--- config.mk ---
export PLATFORM = sky130hd
export DESIGN_NAME = masked_iris_code_hamming_distance_unit
export DESIGN_NICKNAME = d
export VERILOG_FILES = /design/src/rtl/mihd_pkg.sv /design/src/rtl/mihd_front.sv /design/src/rtl/mihd_queue.sv /design/src/rtl/mihd_back.sv /design/src/rtl/masked_iris_code_hamming_distance_unit.sv
export SDC_FILE = /design/constraint.sdc
export NUM_CORES = 1
export LEC_CHECK = 0
export ABC_AREA = 1
export BUFFER_PORTS_ARGS = -buffer_cell sky130_fd_sc_hd__buf_4
export CAP_MARGIN = 20
export CORE_UTILIZATION = 25
export DETAILED_ROUTE_END_ITERATION = 10
export PLACE_DENSITY = 0.48
export SLEW_MARGIN = 0
export SYNTH_ARGS = -nofsm -noshare
export SYNTH_HDL_FRONTEND = slang
export SYNTH_SLANG_ARGS = --single-unit
--- constraint.sdc ---
create_clock -name clk -period 3.5 [get_ports clk]
set_input_delay 0.525 -clock clk [delete_from_list [all_inputs] [get_ports clk]]
set_output_delay 0.525 -clock clk [all_outputs]
set_load 0.1 [all_outputs]
--- src/rtl/mihd_pkg.sv ---
// ----------------------------------------------------------------------------
// Masked iris code Hamming distance: shared package
// Widths, limits, the totals record passed from the accumulator to the
// divider, and the byte population count.
// ----------------------------------------------------------------------------
package mihd_pkg;

    localparam int COUNT_W     = 14;
    localparam int RATIO_W     = 17;
    localparam int BYTE_W      = 8;
    localparam int POP_W       = 4;
    localparam int FRAC_BITS   = 16;

    // Longest template, in byte pairs.
    localparam int MAX_BYTES   = 1024;
    localparam int BIT_LIMIT_RAW = MAX_BYTES * BYTE_W;
    localparam int COUNT_MAX   = (1 << COUNT_W) - 1;
    localparam int BIT_LIMIT   = (BIT_LIMIT_RAW > COUNT_MAX) ? COUNT_MAX : BIT_LIMIT_RAW;

    // Depth of the queue between accumulator and divider.
    localparam int QUEUE_DEPTH = 2;
    localparam int QPTR_W      = (QUEUE_DEPTH > 1) ? $clog2(QUEUE_DEPTH) : 1;
    localparam int QCNT_W      = $clog2(QUEUE_DEPTH + 1);

    // Quotient bits: the integer bit (ratio of exactly one) plus the fraction.
    localparam int DIV_STEPS   = FRAC_BITS + 1;
    localparam int STEP_W      = $clog2(DIV_STEPS + 1);

    typedef struct packed {
        logic [COUNT_W-1:0] differ;
        logic [COUNT_W-1:0] valid;
    } mihd_totals_t;

    function automatic logic [POP_W-1:0] ones_in_byte(input logic [BYTE_W-1:0] v);
        logic [POP_W-1:0] n;
        n = '0;
        for (int k = 0; k < BYTE_W; k++)
        begin
            n = n + POP_W'(v[k]);
        end
        return n;
    endfunction

endpackage

--- src/rtl/mihd_front.sv ---
// ----------------------------------------------------------------------------
// Masked iris code Hamming distance: accumulator
// Takes one byte pair per cycle while the queue is not full, counts jointly
// valid and differing bits, and queues the totals of each finished template.
// ----------------------------------------------------------------------------
module mihd_front
(
    input  logic                        clk,
    input  logic                        rst_n,
    input  logic                        push,
    input  logic [mihd_pkg::BYTE_W-1:0] code_a,
    input  logic [mihd_pkg::BYTE_W-1:0] mask_a,
    input  logic [mihd_pkg::BYTE_W-1:0] code_b,
    input  logic [mihd_pkg::BYTE_W-1:0] mask_b,
    input  logic                        final_byte,
    input  logic                        q_full,
    output logic                        q_push,
    output mihd_pkg::mihd_totals_t      q_data
);
    import mihd_pkg::*;

    logic [COUNT_W-1:0] differ_reg, differ_next;
    logic [COUNT_W-1:0] valid_reg, valid_next;
    logic [BYTE_W-1:0]  joint;
    logic [BYTE_W-1:0]  diff;
    logic [POP_W-1:0]   nv;
    logic [POP_W-1:0]   nd;
    logic [COUNT_W:0]   valid_sum;
    logic               fits;
    logic               accept;
    logic [COUNT_W-1:0] differ_upd;
    logic [COUNT_W-1:0] valid_upd;

    always_comb
    begin
        accept    = push && !q_full;
        joint     = mask_a & mask_b;
        diff      = (code_a ^ code_b) & joint;
        nv        = ones_in_byte(joint);
        nd        = ones_in_byte(diff);
        valid_sum = {1'b0, valid_reg} + (COUNT_W + 1)'(nv);
        // A byte pair that would take the valid count past the limit is dropped whole.
        fits      = valid_sum <= (COUNT_W + 1)'(BIT_LIMIT);

        valid_upd  = fits ? valid_sum[COUNT_W-1:0] : valid_reg;
        differ_upd = fits ? differ_reg + COUNT_W'(nd) : differ_reg;

        q_push        = accept && final_byte;
        q_data.differ = differ_upd;
        q_data.valid  = valid_upd;

        differ_next = differ_reg;
        valid_next  = valid_reg;
        if (accept)
        begin
            if (final_byte)
            begin
                differ_next = '0;
                valid_next  = '0;
            end
            else
            begin
                differ_next = differ_upd;
                valid_next  = valid_upd;
            end
        end
    end

    always_ff @(posedge clk or negedge rst_n)
    begin
        if (!rst_n)
        begin
            differ_reg <= '0;
            valid_reg  <= '0;
        end
        else
        begin
            differ_reg <= differ_next;
            valid_reg  <= valid_next;
        end
    end

endmodule

--- src/rtl/mihd_queue.sv ---
// ----------------------------------------------------------------------------
// Masked iris code Hamming distance: totals queue
// Short first-word-fall-through queue between the accumulator and the divider.
// ----------------------------------------------------------------------------
module mihd_queue
(
    input  logic                   clk,
    input  logic                   rst_n,
    input  logic                   wr_en,
    input  mihd_pkg::mihd_totals_t wr_data,
    output logic                   full,
    input  logic                   rd_en,
    output mihd_pkg::mihd_totals_t rd_data,
    output logic                   empty
);
    import mihd_pkg::*;

    mihd_totals_t      entry_reg [QUEUE_DEPTH];
    logic [QPTR_W-1:0] wr_ptr_reg, wr_ptr_next;
    logic [QPTR_W-1:0] rd_ptr_reg, rd_ptr_next;
    logic [QCNT_W-1:0] count_reg, count_next;
    logic              do_wr;
    logic              do_rd;

    function automatic logic [QPTR_W-1:0] bump(input logic [QPTR_W-1:0] p);
        return (p == QPTR_W'(QUEUE_DEPTH - 1)) ? '0 : p + QPTR_W'(1);
    endfunction

    always_comb
    begin
        full    = count_reg == QCNT_W'(QUEUE_DEPTH);
        empty   = count_reg == '0;
        rd_data = entry_reg[rd_ptr_reg];
        do_wr   = wr_en && !full;
        do_rd   = rd_en && !empty;

        wr_ptr_next = do_wr ? bump(wr_ptr_reg) : wr_ptr_reg;
        rd_ptr_next = do_rd ? bump(rd_ptr_reg) : rd_ptr_reg;
        count_next  = count_reg;
        if (do_wr && !do_rd)
        begin
            count_next = count_reg + QCNT_W'(1);
        end
        else if (do_rd && !do_wr)
        begin
            count_next = count_reg - QCNT_W'(1);
        end
    end

    always_ff @(posedge clk or negedge rst_n)
    begin
        if (!rst_n)
        begin
            wr_ptr_reg <= '0;
            rd_ptr_reg <= '0;
            count_reg  <= '0;
        end
        else
        begin
            wr_ptr_reg <= wr_ptr_next;
            rd_ptr_reg <= rd_ptr_next;
            count_reg  <= count_next;
        end
    end

    always_ff @(posedge clk)
    begin
        if (do_wr)
        begin
            entry_reg[wr_ptr_reg] <= wr_data;
        end
    end

endmodule

--- src/rtl/mihd_back.sv ---
// ----------------------------------------------------------------------------
// Masked iris code Hamming distance: divider and result register
// Takes template totals from the queue, forms differ / valid as a Q1.16
// fraction by restoring division, one quotient bit a cycle, and holds the
// result until it is popped.
// ----------------------------------------------------------------------------
module mihd_back
(
    input  logic                         clk,
    input  logic                         rst_n,
    input  logic                         q_empty,
    input  mihd_pkg::mihd_totals_t       q_data,
    output logic                         q_pop,
    input  logic                         pop,
    output logic                         empty,
    output logic [mihd_pkg::COUNT_W-1:0] differing_bits,
    output logic [mihd_pkg::COUNT_W-1:0] valid_bits,
    output logic [mihd_pkg::RATIO_W-1:0] distance_ratio,
    output logic                         no_valid_bits
);
    import mihd_pkg::*;

    typedef enum logic [2:0] {
        ST_IDLE = 3'b001,
        ST_DIV  = 3'b010,
        ST_OUT  = 3'b100
    } state_t;

    state_t             state_reg, state_next;
    logic [COUNT_W-1:0] rem_reg, rem_next;
    logic [RATIO_W-1:0] quo_reg, quo_next;
    logic [STEP_W-1:0]  step_reg, step_next;
    logic [COUNT_W-1:0] differ_reg, differ_next;
    logic [COUNT_W-1:0] valid_reg, valid_next;
    logic [RATIO_W-1:0] ratio_reg, ratio_next;
    logic               none_reg, none_next;
    logic [COUNT_W:0]   trial;
    logic               ge;

    always_comb
    begin
        // The first step compares the count itself; the ratio can be exactly one.
        trial = (step_reg == STEP_W'(DIV_STEPS)) ? {1'b0, rem_reg} : {rem_reg, 1'b0};
        ge    = trial >= {1'b0, valid_reg};

        state_next  = state_reg;
        rem_next    = rem_reg;
        quo_next    = quo_reg;
        step_next   = step_reg;
        differ_next = differ_reg;
        valid_next  = valid_reg;
        ratio_next  = ratio_reg;
        none_next   = none_reg;
        q_pop       = 1'b0;

        unique case (state_reg)
            ST_IDLE:
            begin
                if (!q_empty)
                begin
                    q_pop       = 1'b1;
                    differ_next = q_data.differ;
                    valid_next  = q_data.valid;
                    rem_next    = q_data.differ;
                    quo_next    = '0;
                    step_next   = STEP_W'(DIV_STEPS);
                    if (q_data.valid == '0)
                    begin
                        none_next  = 1'b1;
                        ratio_next = '0;
                        state_next = ST_OUT;
                    end
                    else
                    begin
                        none_next  = 1'b0;
                        state_next = ST_DIV;
                    end
                end
            end
            ST_DIV:
            begin
                rem_next  = ge ? COUNT_W'(trial - {1'b0, valid_reg}) : trial[COUNT_W-1:0];
                quo_next  = {quo_reg[RATIO_W-2:0], ge};
                step_next = step_reg - STEP_W'(1);
                if (step_reg == STEP_W'(1))
                begin
                    ratio_next = {quo_reg[RATIO_W-2:0], ge};
                    state_next = ST_OUT;
                end
            end
            ST_OUT:
            begin
                if (pop)
                begin
                    state_next = ST_IDLE;
                end
            end
            default:
            begin
                state_next = ST_IDLE;
            end
        endcase
    end

    always_ff @(posedge clk or negedge rst_n)
    begin
        if (!rst_n)
        begin
            state_reg <= ST_IDLE;
            step_reg  <= '0;
        end
        else
        begin
            state_reg <= state_next;
            step_reg  <= step_next;
        end
    end

    always_ff @(posedge clk)
    begin
        rem_reg    <= rem_next;
        quo_reg    <= quo_next;
        differ_reg <= differ_next;
        valid_reg  <= valid_next;
        ratio_reg  <= ratio_next;
        none_reg   <= none_next;
    end

    assign empty          = state_reg != ST_OUT;
    assign differing_bits = differ_reg;
    assign valid_bits     = valid_reg;
    assign distance_ratio = ratio_reg;
    assign no_valid_bits  = none_reg;

endmodule

--- src/rtl/masked_iris_code_hamming_distance_unit.sv ---
// ----------------------------------------------------------------------------
// Masked iris code Hamming distance unit
// Fractional Hamming distance between two masked binary iris templates.
// ----------------------------------------------------------------------------
// The unit takes one byte pair of both templates per clock cycle for as long
// as full stays low; the accumulator stalls on every byte pair while full is
// high. A transfer marked final_byte closes the template: its totals go into a
// two-entry queue and the divider works them off, loading them, running 17
// restoring-division steps for the Q1.16 ratio and then presenting the result
// until pop takes it; when no bit was valid it skips the division steps. Full
// rises only when two finished templates are waiting, so the divider and the
// reader of results set how fast short templates can stream in.
// ----------------------------------------------------------------------------
module masked_iris_code_hamming_distance_unit
(
    input  logic                         clk,
    input  logic                         rst_n,
    input  logic                         push,
    output logic                         full,
    input  logic [mihd_pkg::BYTE_W-1:0]  code_a,
    input  logic [mihd_pkg::BYTE_W-1:0]  mask_a,
    input  logic [mihd_pkg::BYTE_W-1:0]  code_b,
    input  logic [mihd_pkg::BYTE_W-1:0]  mask_b,
    input  logic                         final_byte,
    output logic                         empty,
    input  logic                         pop,
    output logic [mihd_pkg::COUNT_W-1:0] differing_bits,
    output logic [mihd_pkg::COUNT_W-1:0] valid_bits,
    output logic [mihd_pkg::RATIO_W-1:0] distance_ratio,
    output logic                         no_valid_bits
);
    import mihd_pkg::*;

    mihd_totals_t push_data;
    mihd_totals_t pop_data;
    logic         q_push;
    logic         q_pop;
    logic         q_full;
    logic         q_empty;

    mihd_front u_front
    (
        .clk        (clk),
        .rst_n      (rst_n),
        .push       (push),
        .code_a     (code_a),
        .mask_a     (mask_a),
        .code_b     (code_b),
        .mask_b     (mask_b),
        .final_byte (final_byte),
        .q_full     (q_full),
        .q_push     (q_push),
        .q_data     (push_data)
    );

    mihd_queue u_queue
    (
        .clk     (clk),
        .rst_n   (rst_n),
        .wr_en   (q_push),
        .wr_data (push_data),
        .full    (q_full),
        .rd_en   (q_pop),
        .rd_data (pop_data),
        .empty   (q_empty)
    );

    mihd_back u_back
    (
        .clk            (clk),
        .rst_n          (rst_n),
        .q_empty        (q_empty),
        .q_data         (pop_data),
        .q_pop          (q_pop),
        .pop            (pop),
        .empty          (empty),
        .differing_bits (differing_bits),
        .valid_bits     (valid_bits),
        .distance_ratio (distance_ratio),
        .no_valid_bits  (no_valid_bits)
    );

    assign full = q_full;

endmodule

==> impl_metrics.tcl, run 1 <==
set metrics [dict create \
    netlist_instances 1054 \
    worstSetupPathType "in2reg" \
    violations "setup timing" \
    gp_congestion 0.842 \
    floorplan.io_pins 85 \
    via_per_inst 4.37 \
    area_growth_pct 36.1 \
    leakage_nw 5.68 \
    rr_worst_depth 16 \
    async_flop_share_pct 23.3 \
    insertion_delay_ns 0.43 \
    layout_common_cells "nand2_1 (280), buf_4 (152), inv_1 (133), edfxtp_1 (132), o21ai_0 (47)" \
    clock-sinks 172 \
    rows 70 \
    r2r_slack_ns 0.26 \
    wl_per_cell_um 14.5 \
    core_region_area_um2 36800 \
    grt_pass1_vias 7716 \
    yosys_warnings 0 \
    end_kind "flop" \
    firstDrtPassIters 6 \
    drtIter0Drc 400 \
    hold_viol 0 \
    crit_cells 25 \
    mappedNetlistArea_um2 9390 \
    drt-total-wl_mm 24.7 \
    post-dp-hpwl_mm 17.4 \
    critPathTopFamily "adder cells" \
    synth-edff-count 132 \
    drive_gt1_share_pct 31.6 \
    crit_slowest_cell "fa_2" \
    report.final.slew_viol_count 0 \
    syn-num-nets 1133 \
    antenna_found_initial 0 \
    vias 7444 \
    post-route-min-period_ns 4.63 \
    largest_register_ffs 56 \
    ys_ff_latch 172 \
    critPathMaxFanout 8 \
    nets 1302 \
    grt_max_degree 42 \
    rsz0062_at_grt "yes" \
    initial_utilization_pct 25.5 \
    finClkSkew_ns 0.00990 \
    die_w_um 196 \
    max_cap_viol_count 0 \
    worst_pin_slew_ns 0.971 \
    maxSlewHeadroom_pct 35.0 \
    r2r-end "u_back.rem_reg[7]" \
    fmax_ghz 0.216 \
    start_kind "primary input" \
    critPathLaunch "mask_b[0]" \
    instances_no_fill 1704 \
    gr-total-overflow 0 \
    final_common_cell "nand2_1" \
    chipHeight_um 196 \
    crit_buf_inv 8 \
    synth_area_per_cell_um2 8.91 \
    cts.clk_slew.worst_paths_ns 0.07 \
    final_area_um2 12800 \
    placed_cells 1653 \
    cts.htree.levels 4 \
    p_total_mw 11.8 \
    dieArea_um2 38300 \
    root_buffer "clkbuf_16" \
    rr_startpoint "u_back.step_reg[1]" \
    antenna_cells 0 \
    synth.distinct_cells 42 \
    ant_nets 0 \
    setup_viol 84 \
    yosysSeqAreaShare_pct 52.9 \
    dpl_worst_slack_ns -1.64 \
    ys.flop_type "edfxtp_1" \
    cp.required_ns 3.68 \
    cp_slowest_stage_delay_ns 0.55 \
    io_buffers 84 \
    drc_errors 0 \
    hold_path_class "in2async" \
    status "finished, violations left" \
    numCtsBuffers 17 \
    cts_tree "done" \
    grt_usage_pct 13.1 \
    cts_buffer_depth 2 \
    peakVddDrop_mv 0.308 \
    fin_crit_sh_pct 132 \
    worst_slack_ns -1.13 \
    placed_area_um2 11200 \
    power.density_nw_per_um2 927 \
    crit_end "u_queue.entry_reg[1][7]" \
    grt_pass1_wl_mm 39.9 \
    cp.arrival_ns 4.81 \
]
-- logic make-up after synthesis --
logic type / count (synthesis) / synth area share (%)
xor+xnor: 26 / 2.42
flops: 172 / 52.9
mux: 4 / 0.426
fa+ha+maj: 42 / 6.47
buf+inv: 170 / 7.41
compound gates: 97 / 5.38
simple gates: 543 / 25.0
-- layer usage --
layer | global-route usage [%] | part of all wire [%]
met1 | 16.9 | 47
met2 | 22.7 | 49
met3 | 1.98 | 2.8
met4 | 3.88 | 1.2
met5 | 0 | 0
-- cell usage after synthesis, types with 6 or more instances --
cell	n	area share, %
nand2_1	326	13
inv_1	143	5.7
edfxtp_1	132	42
nand3_1	101	5.4
nor2_1	53	2.1
o21ai_0	50	2.7
a21oi_1	39	2.1
dfrtp_1	39	10
ha_1	31	4.1
and2_1	18	1.2
clkbuf_1	18	0.72
xor2_1	17	1.6
fa_1	11	2.3
nor3_1	11	0.59
xnor2_1	9	0.84
nand4_1	8	0.53
nand2_2	6	0.40
-- layout make-up --
class / instances / area [um^2]
Clock inverter: 14 / 164
Timing Repair Buffer: 173 / 1460
Sequential cell: 172 / 4970
Multi-Input combinational cell: 715 / 4620
Tap cell: 468 / 586
Inverter: 144 / 551
Clock buffer: 18 / 439
Fill cell: 3764 / 24000
-- how the worst min path moves through the flow --
stage | depth (start not counted) | slack [ns] | end | start
3_5_place_dp | 2 | 0.50 | u_front.differ_reg[3] | u_front.differ_reg[3]
5_1_grt | 1 | 0.14 | u_front.valid_reg[9] | rst_n
6_report | 1 | 0.11 | u_front.valid_reg[4] | rst_n
3_3_place_gp | 2 | 0.49 | u_front.differ_reg[0] | u_front.differ_reg[0]
4_1_cts | 1 | 0.13 | u_front.valid_reg[4] | rst_n
2_1_floorplan | 0 | 0.23 | u_back.state_reg[1] | rst_n
-- report_power, final --
group / switching, mW / total [mW] / internal, mW
clock network: 0.935 / 1.92 / 0.988
logic: 4.55 / 6.52 / 1.97
registers: 0.273 / 3.40 / 3.13
total: 5.76 / 11.8 / 6.09
-- through the flow --
stage          utilization [%]  setup TNS (ns)  hold slack, ns
2_1_floorplan                -          -84.97           0.229
3_3_place_gp              30.5         -127.71           0.491
3_5_place_dp              30.5         -128.76           0.497
4_1_cts                   33.6          -79.67           0.131
5_1_grt                   34.7          -99.26           0.143
6_report                  34.7          -87.78           0.112
-- what timing repair did --
action                                  CTS  global route
pin swaps                                39            33
gates cloned                              4             2
resized for setup                        90            82
buffers inserted                         11             3
hold buffers                              0             0
endpoints found under the setup margin   84            98
No activity file was read; power rests on OpenSTA's default activity.
==> run 2, diff against run 1 <==
--- a/config.mk
+++ b/config.mk
@@ -8,6 +8,7 @@
 export ABC_AREA = 1
 export BUFFER_PORTS_ARGS = -buffer_cell sky130_fd_sc_hd__buf_4
 export CAP_MARGIN = 20
+export CORE_MARGIN = 2
 export CORE_UTILIZATION = 25
 export DETAILED_ROUTE_END_ITERATION = 10
 export PLACE_DENSITY = 0.48
==> run 2 against run 1 <==
Compared with the run above:
- the flow still finishes with violations (setup timing)
- sequential share of layout area grew 0.16 points
- combinational power is essentially flat
- die area grew 2.1%
- sequential cell count is the same
- global-route usage shrank 0.55 points
- critical endpoint is now u_queue.entry_reg[0][9]
- largest cell class unchanged
==> impl_metrics.tcl, run 2 (synthesis results as in run 1) <==
set metrics [dict create \
    grt_max_degree 42 \
    cts_tree "done" \
    drtIter0Drc 368 \
    maxSlewHeadroom_pct 15.3 \
    clock-sinks 172 \
    io_buffers 84 \
    status "finished, violations left" \
    grt_pass1_wl_mm 38.6 \
    max_cap_viol_count 0 \
    dieArea_um2 39100 \
    wl_per_cell_um 14.3 \
    post-dp-hpwl_mm 17.2 \
    rsz0062_at_grt "yes" \
    floorplan.io_pins 85 \
    violations "setup timing" \
    cp.arrival_ns 4.70 \
    start_kind "primary input" \
    via_per_inst 4.32 \
    multi_input_area_um2 4570 \
    peakVddDrop_mv 0.376 \
    finClkSkew_ns 0.0161 \
    drt-total-wl_mm 24.4 \
    initial_utilization_pct 25.5 \
    worstSetupPathType "in2reg" \
    grt_pass1_vias 7351 \
    final_area_um2 12700 \
    setup_viol 84 \
    post-route-min-period_ns 4.52 \
    ant_nets 0 \
    p_comb_share_pct 54.7 \
    report.final.slew_viol_count 0 \
    largest_register_ffs 56 \
    power.density_nw_per_um2 933 \
    switchingPower_mw 5.62 \
    fill_cells 3731 \
    grt_usage_pct 12.6 \
    fin_crit_sh_pct 129 \
    hold_viol 0 \
    placed_area_um2 11200 \
    final_util_pct 34.6 \
    numCtsBuffers 17 \
    gr-total-overflow 0 \
    antenna_found_initial 0 \
    cts.htree.levels 4 \
    clkPwrFrac_pct 16.6 \
    layout_common_cells "nand2_1 (282), buf_4 (152), inv_1 (133), edfxtp_1 (132), nand3_2 (48)" \
    chipHeight_um 198 \
    rows 70 \
    die_w_um 198 \
    cts_buffer_depth 2 \
    antenna_cells 0 \
    vias 7364 \
    core_region_area_um2 36800 \
    gp_congestion 0.824 \
    fmax_ghz 0.221 \
    drc_errors 0 \
    nets 1301 \
    switching_share_pct 47.3 \
    end_kind "flop" \
    seq_power_share_pct 28.7 \
    insertion_delay_ns 0.43 \
    cp.required_ns 3.68 \
    critPathMaxFanout 6 \
    cts.clk_slew.worst_paths_ns 0.07 \
    final_common_cell "nand2_1" \
    root_buffer "clkbuf_16" \
    firstDrtPassIters 4 \
    drive_gt1_share_pct 30.9 \
    area_growth_pct 35.5 \
    p_int_mw 6.25 \
    regArea_um2 4970 \
    worst_slack_ns -1.02 \
    hold_path_class "in2async" \
    leakage_nw 5.68 \
    worst_pin_slew_ns 1.27 \
]
## run 2: changes by cell type in the layout (fill, tap and decap cells not counted), moves of 3 or more
cell and delta:
o21ai_1 +4, clkinv_8 -3, nand3_2 +3, nand3_4 -3, nor2_1 +4, nor2_2 -5
bufinv_16 +3, inv_8 -3, nand2_4 -4, o21ai_0 -4
## run 2: stage by stage
stage / TNS, ns / std cells / hold WS [ns] / total power [mW] / setup WS (ns)
finish: -80.40 / 1703 / 0.114 / 11.9 / -1.02
detailed placement: -126.31 / 1650 / 0.503 / 9.73 / -1.58
global placement: -127.01 / 1650 / 0.488 / 9.69 / -1.59
CTS: -78.23 / 1693 / 0.126 / 11.8 / -0.977
global route: -94.11 / 1703 / 0.152 / 12.7 / -1.17
floorplan: -84.97 / 1054 / 0.229 / 7.95 / -1.17
## run 2: final timing paths
kind                                  startpoint                      end  slack [ns]  cells after the start
hold reg to reg            u_front.differ_reg[0]    u_front.differ_reg[0]        0.51                      2
min in group clk                             pop      u_back.state_reg[2]        0.40                      3
setup / recovery                       mask_a[1]  u_queue.entry_reg[0][9]       -1.02                     25
max in group asynchronous                  rst_n    u_front.differ_reg[9]        2.93                      1
hold / removal                             rst_n     u_front.valid_reg[5]        0.11                      1
setup reg to reg              u_back.step_reg[1]        u_back.rem_reg[3]        0.31                     13
## run 2: routing by layer
layer  GRT usage [%]  vias to the layer above  routed length, um
met5               0                        -                  0
met3            1.82                       21                701
met1            16.6                     3429              11400
li1                -                     3785                  -
met4            3.20                        0                333
met2            21.7                      129              12000
## run 2: cell type report
| cell class | count | share of cell area (%) |
|---|---|---|
| tap | 468 | 4.60 |
| timing repair buffer | 172 | 11.4 |
| multi-input combinational | 715 | 35.9 |
| sequential | 172 | 39.0 |
| inverter | 144 | 4.29 |
| clock inverter | 13 | 1.39 |
| clock buffer | 19 | 3.40 |
## run 2: power groups by stage
stage	logic, mW	registers, mW	clock network [mW]
floorplan	3.08	4.86	0
global placement	6.23	3.46	0
detailed placement	6.28	3.45	0
CTS	6.39	3.42	2.02
global route	7.15	3.48	2.10
finish	6.49	3.40	1.97
## run 2: worst max-delay path, cell delays in order
cell and delay (ns):
buf_6 0.09, nand2_4 0.06, inv_4 0.04, ha_4 0.25
inv_2 0.03, fa_1 0.46, fa_1 0.50, inv_2 0.04
fa_2 0.37, fa_2 0.55, inv_2 0.04, fa_2 0.36
inv_4 0.09, nand3_4 0.08, nand2_4 0.12, nand3_4 0.10
nand2_4 0.08, buf_6 0.10, nand3_4 0.07, nor2_4 0.13
nand3_4 0.09, buf_12 0.18, nand2_4 0.10, nand2_1 0.09
and2_4 0.15
## run 2: timing repair
| action | in CTS | in global routing |
|---|---|---|
| gates resized for setup | 73 | 92 |
| pin swaps | 42 | 47 |
| endpoints found under the setup margin | 88 | 100 |
| hold buffers | 0 | 0 |
| cloned | 4 | 2 |
| setup buffers | 9 | 8 |
==> run 3, diff against run 2 <==
--- a/config.mk
+++ b/config.mk
@@ -11,8 +11,9 @@
 export CORE_MARGIN = 2
 export CORE_UTILIZATION = 25
 export DETAILED_ROUTE_END_ITERATION = 10
-export PLACE_DENSITY = 0.48
+export PLACE_DENSITY = 0.47
 export SLEW_MARGIN = 0
 export SYNTH_ARGS = -nofsm -noshare
 export SYNTH_HDL_FRONTEND = slang
+export SYNTH_HIERARCHICAL = 1
 export SYNTH_SLANG_ARGS = --single-unit
==> run 3 against run 2 <==
Compared with the run above:
- the flow still finishes with violations (setup timing)
- register-to-register slack lost 1.1 ns
- wire length up 1.9%
- sequential power barely moved
- utilization decreased by 3.1 points
- first-iteration DRC count decreased by 4.6%
- via count rose by 4.4%
- synthesized area grew 6.6%
- highest routed layer unchanged
==> impl_metrics.tcl, run 3 <==
set metrics [dict create \
    status "finished, violations left" \
    violations "setup timing" \
    power.density_nw_per_um2 1000 \
    cts.htree.levels 4 \
    grt_pass1_wl_mm 40.4 \
    via_per_inst 4.21 \
    initial_utilization_pct 25.3 \
    instances_no_fill 1826 \
    yosysSeqAreaShare_pct 49.6 \
    hold_viol 0 \
    p_total_mw 12.5 \
    numCtsBuffers 17 \
    fin_crit_sh_pct 123 \
    antenna_cells 0 \
    critPathMaxFanout 12 \
    grt_pass1_vias 7696 \
    fmax_ghz 0.233 \
    synth.distinct_cells 37 \
    synth_area_per_cell_um2 8.70 \
    layout_common_cells "nand2_1 (357), inv_1 (161), buf_4 (141), edfxtp_1 (132), nand3_1 (99)" \
    setup_viol 84 \
    grt_max_degree 41 \
    placed_cells 1791 \
    firstDrtPassIters 5 \
    switching_share_pct 49.0 \
    hold_path_class "in2async" \
    antenna_found_initial 0 \
    peakVddDrop_mv 0.400 \
    post-route-min-period_ns 4.29 \
    core_region_area_um2 39600 \
    io_buffers 84 \
    ys.flop_type "edfxtp_1" \
    insertion_delay_ns 0.43 \
    gr-total-overflow 0 \
    dieArea_um2 41700 \
    p_int_mw 6.36 \
    netlist_instances 1151 \
    root_buffer "clkbuf_16" \
    yosysMostFrequentCell "nand2_1" \
    leakage_nw 5.81 \
    whs_ns 0.0655 \
    cp.arrival_ns 4.48 \
    mappedNetlistArea_um2 10000 \
    chipHeight_um 204 \
    grt_usage_pct 12.4 \
    maxSlewHeadroom_pct 60.7 \
    floorplan.io_pins 85 \
    ys_ff_latch 172 \
    final_common_cell "nand2_1" \
    cts_buffer_depth 2 \
    gp_congestion 0.842 \
    rows 73 \
    wl_per_cell_um 13.6 \
    syn-num-nets 1228 \
    cts_tree "done" \
    synthTopCellsByArea "edfxtp_1 (40%), nand2_1 (14%), dfrtp_1 (9.7%)" \
    worstSetupPathType "reg2reg" \
    end_kind "flop" \
    drive_gt1_share_pct 24.6 \
    nets 1365 \
    post-dp-hpwl_mm 18.8 \
    report.final.slew_viol_count 0 \
    yosysTopAreaCellShare_pct 39.6 \
    drc_errors 0 \
    rsz0062_at_grt "yes" \
    worst_pin_slew_ns 0.589 \
    seq_power_share_pct 27.3 \
    yosys_warnings 6 \
    synth-edff-count 132 \
    drt-total-wl_mm 24.8 \
    ant_nets 0 \
    area_growth_pct 24.7 \
    largest_register_ffs 56 \
    finClkSkew_ns 0.00892 \
    cts.clk_slew.worst_paths_ns 0.07 \
    drtIter0Drc 351 \
    clock-sinks 172 \
    ctsHoldBuffers 0 \
    clkPwrFrac_pct 15.2 \
    fill_cells 4201 \
    max_cap_viol_count 0 \
    async_flop_share_pct 23.3 \
    switchingPower_mw 6.12 \
    rr_worst_depth 19 \
    worst_slack_ns -0.789 \
    vias 7686 \
    synth_top_area_cell "edfxtp_1" \
    p_comb_share_pct 57.5 \
    yosys-top-cells-count "nand2_1 (366), inv_1 (165), edfxtp_1 (132)" \
    die_w_um 204 \
    cp.required_ns 3.69 \
    start_kind "flop" \
]
==> run 3: changes by cell type in the layout (fill, tap and decap cells not counted), sizes merged, moves of 22 or more <==
| cell | previous run | this run |
|---|---|---|
| nand2 | 336 | 396 |
| nand3 | 105 | 148 |
| o21ai | 51 | 11 |
| inv | 149 | 176 |
| a21oi | 39 | 15 |
| buf | 172 | 148 |
| nor2 | 57 | 79 |
==> run 3: metrics by stage <==
stage | utilization [%] | cell area, um^2 | TNS, ns | worst slack, ns
after global routing | 31.5 | 12500 | -79.52 | -1.01
after global placement | 29.6 | 11800 | -82.88 | -1.05
final | 31.5 | 12500 | -61.23 | -0.789
after CTS | 31.3 | 12400 | -59.63 | -0.762
after floorplan | - | 10100 | -51.35 | -0.685
after detailed placement | 29.6 | 11800 | -84.95 | -1.09
==> run 3: worst paths after layout <==
path,from,end,slack (ns)
worst min-delay path,rst_n,u_front/valid_reg[7],0.07
worst max register to register,u_front/valid_reg[0],u_queue/entry_reg[1][14],-0.79
worst min register to register,u_queue/wr_ptr_reg,u_queue/wr_ptr_reg,0.48
min in group clk,pop,u_back/state_reg[2],0.41
worst max-delay path,u_front/valid_reg[0],u_queue/entry_reg[1][14],-0.79
max in group asynchronous,rst_n,u_back/step_reg[4],3.00
==> run 3: final cells by class <==
cell class                      count  area, um^2  area share (%)
Clock buffer                       19         433            3.47
Clock inverter                     13         156            1.25
Inverter                          172         646            5.17
Multi-Input combinational cell    777        4420            35.4
Sequential cell                   172        4970            39.8
Tap cell                          525         657            5.26
Timing Repair Buffer              148        1210            9.66
==> run 3: logic make-up (layout without fill, tap and decap cells) <==
family                   count (synthesis)  count (layout)  synth area share (%)
flip-flops                             172             172                  49.6
XOR/XNOR                                23              23                  2.01
buffers and inverters                  203             352                  8.60
AND/OR/NAND/NOR                        671             672                  31.5
AO/OA/AOI/OAI                           42              42                  2.49
adder cells (fa/ha/maj)                 40              40                  5.82
==> run 3: critical path, cell delays in order, from the launching register on <==
cell and delay (ns):
dfrtp_1 0.43, fa_1 0.57, inv_2 0.04, fa_1 0.49
fa_1 0.43, fa_2 0.35, inv_2 0.07, fa_2 0.43
inv_2 0.06, nand2_1 0.04, nor2_1 0.09, nand3_1 0.10
nor2_1 0.12, nand3_1 0.09, nor2_1 0.10, nand2_1 0.09
nand2_4 0.13, buf_12 0.15, nand3b_1 0.11, and2_4 0.16
==> run 3: power groups by stage <==
stage	registers (mW)	clock network (mW)	logic (mW)
finish	3.41	1.90	7.17
global route	3.48	2.04	7.96
CTS	3.42	1.96	7.20
detailed placement	3.46	0	7.11
global placement	3.45	0	7.07
floorplan	4.74	0	3.99
==> run 3: routing by layer <==
metal	routed length, um	part of all wire (%)	up-vias	track usage, %
met3	791	3.2	28	1.77
met2	12000	48	159	21.3
met4	399	1.6	0	3.78
met5	0	0	-	0
met1	11600	47	3521	16.0
li1	-	-	3978	-
==> run 3: timing repair <==
item,in CTS,in global routing
gates resized for setup,18,14
setup endpoints to repair,84,97
hold endpoints to repair,0,0
pin swaps,1,4
setup buffers,1,0
gates cloned,1,1
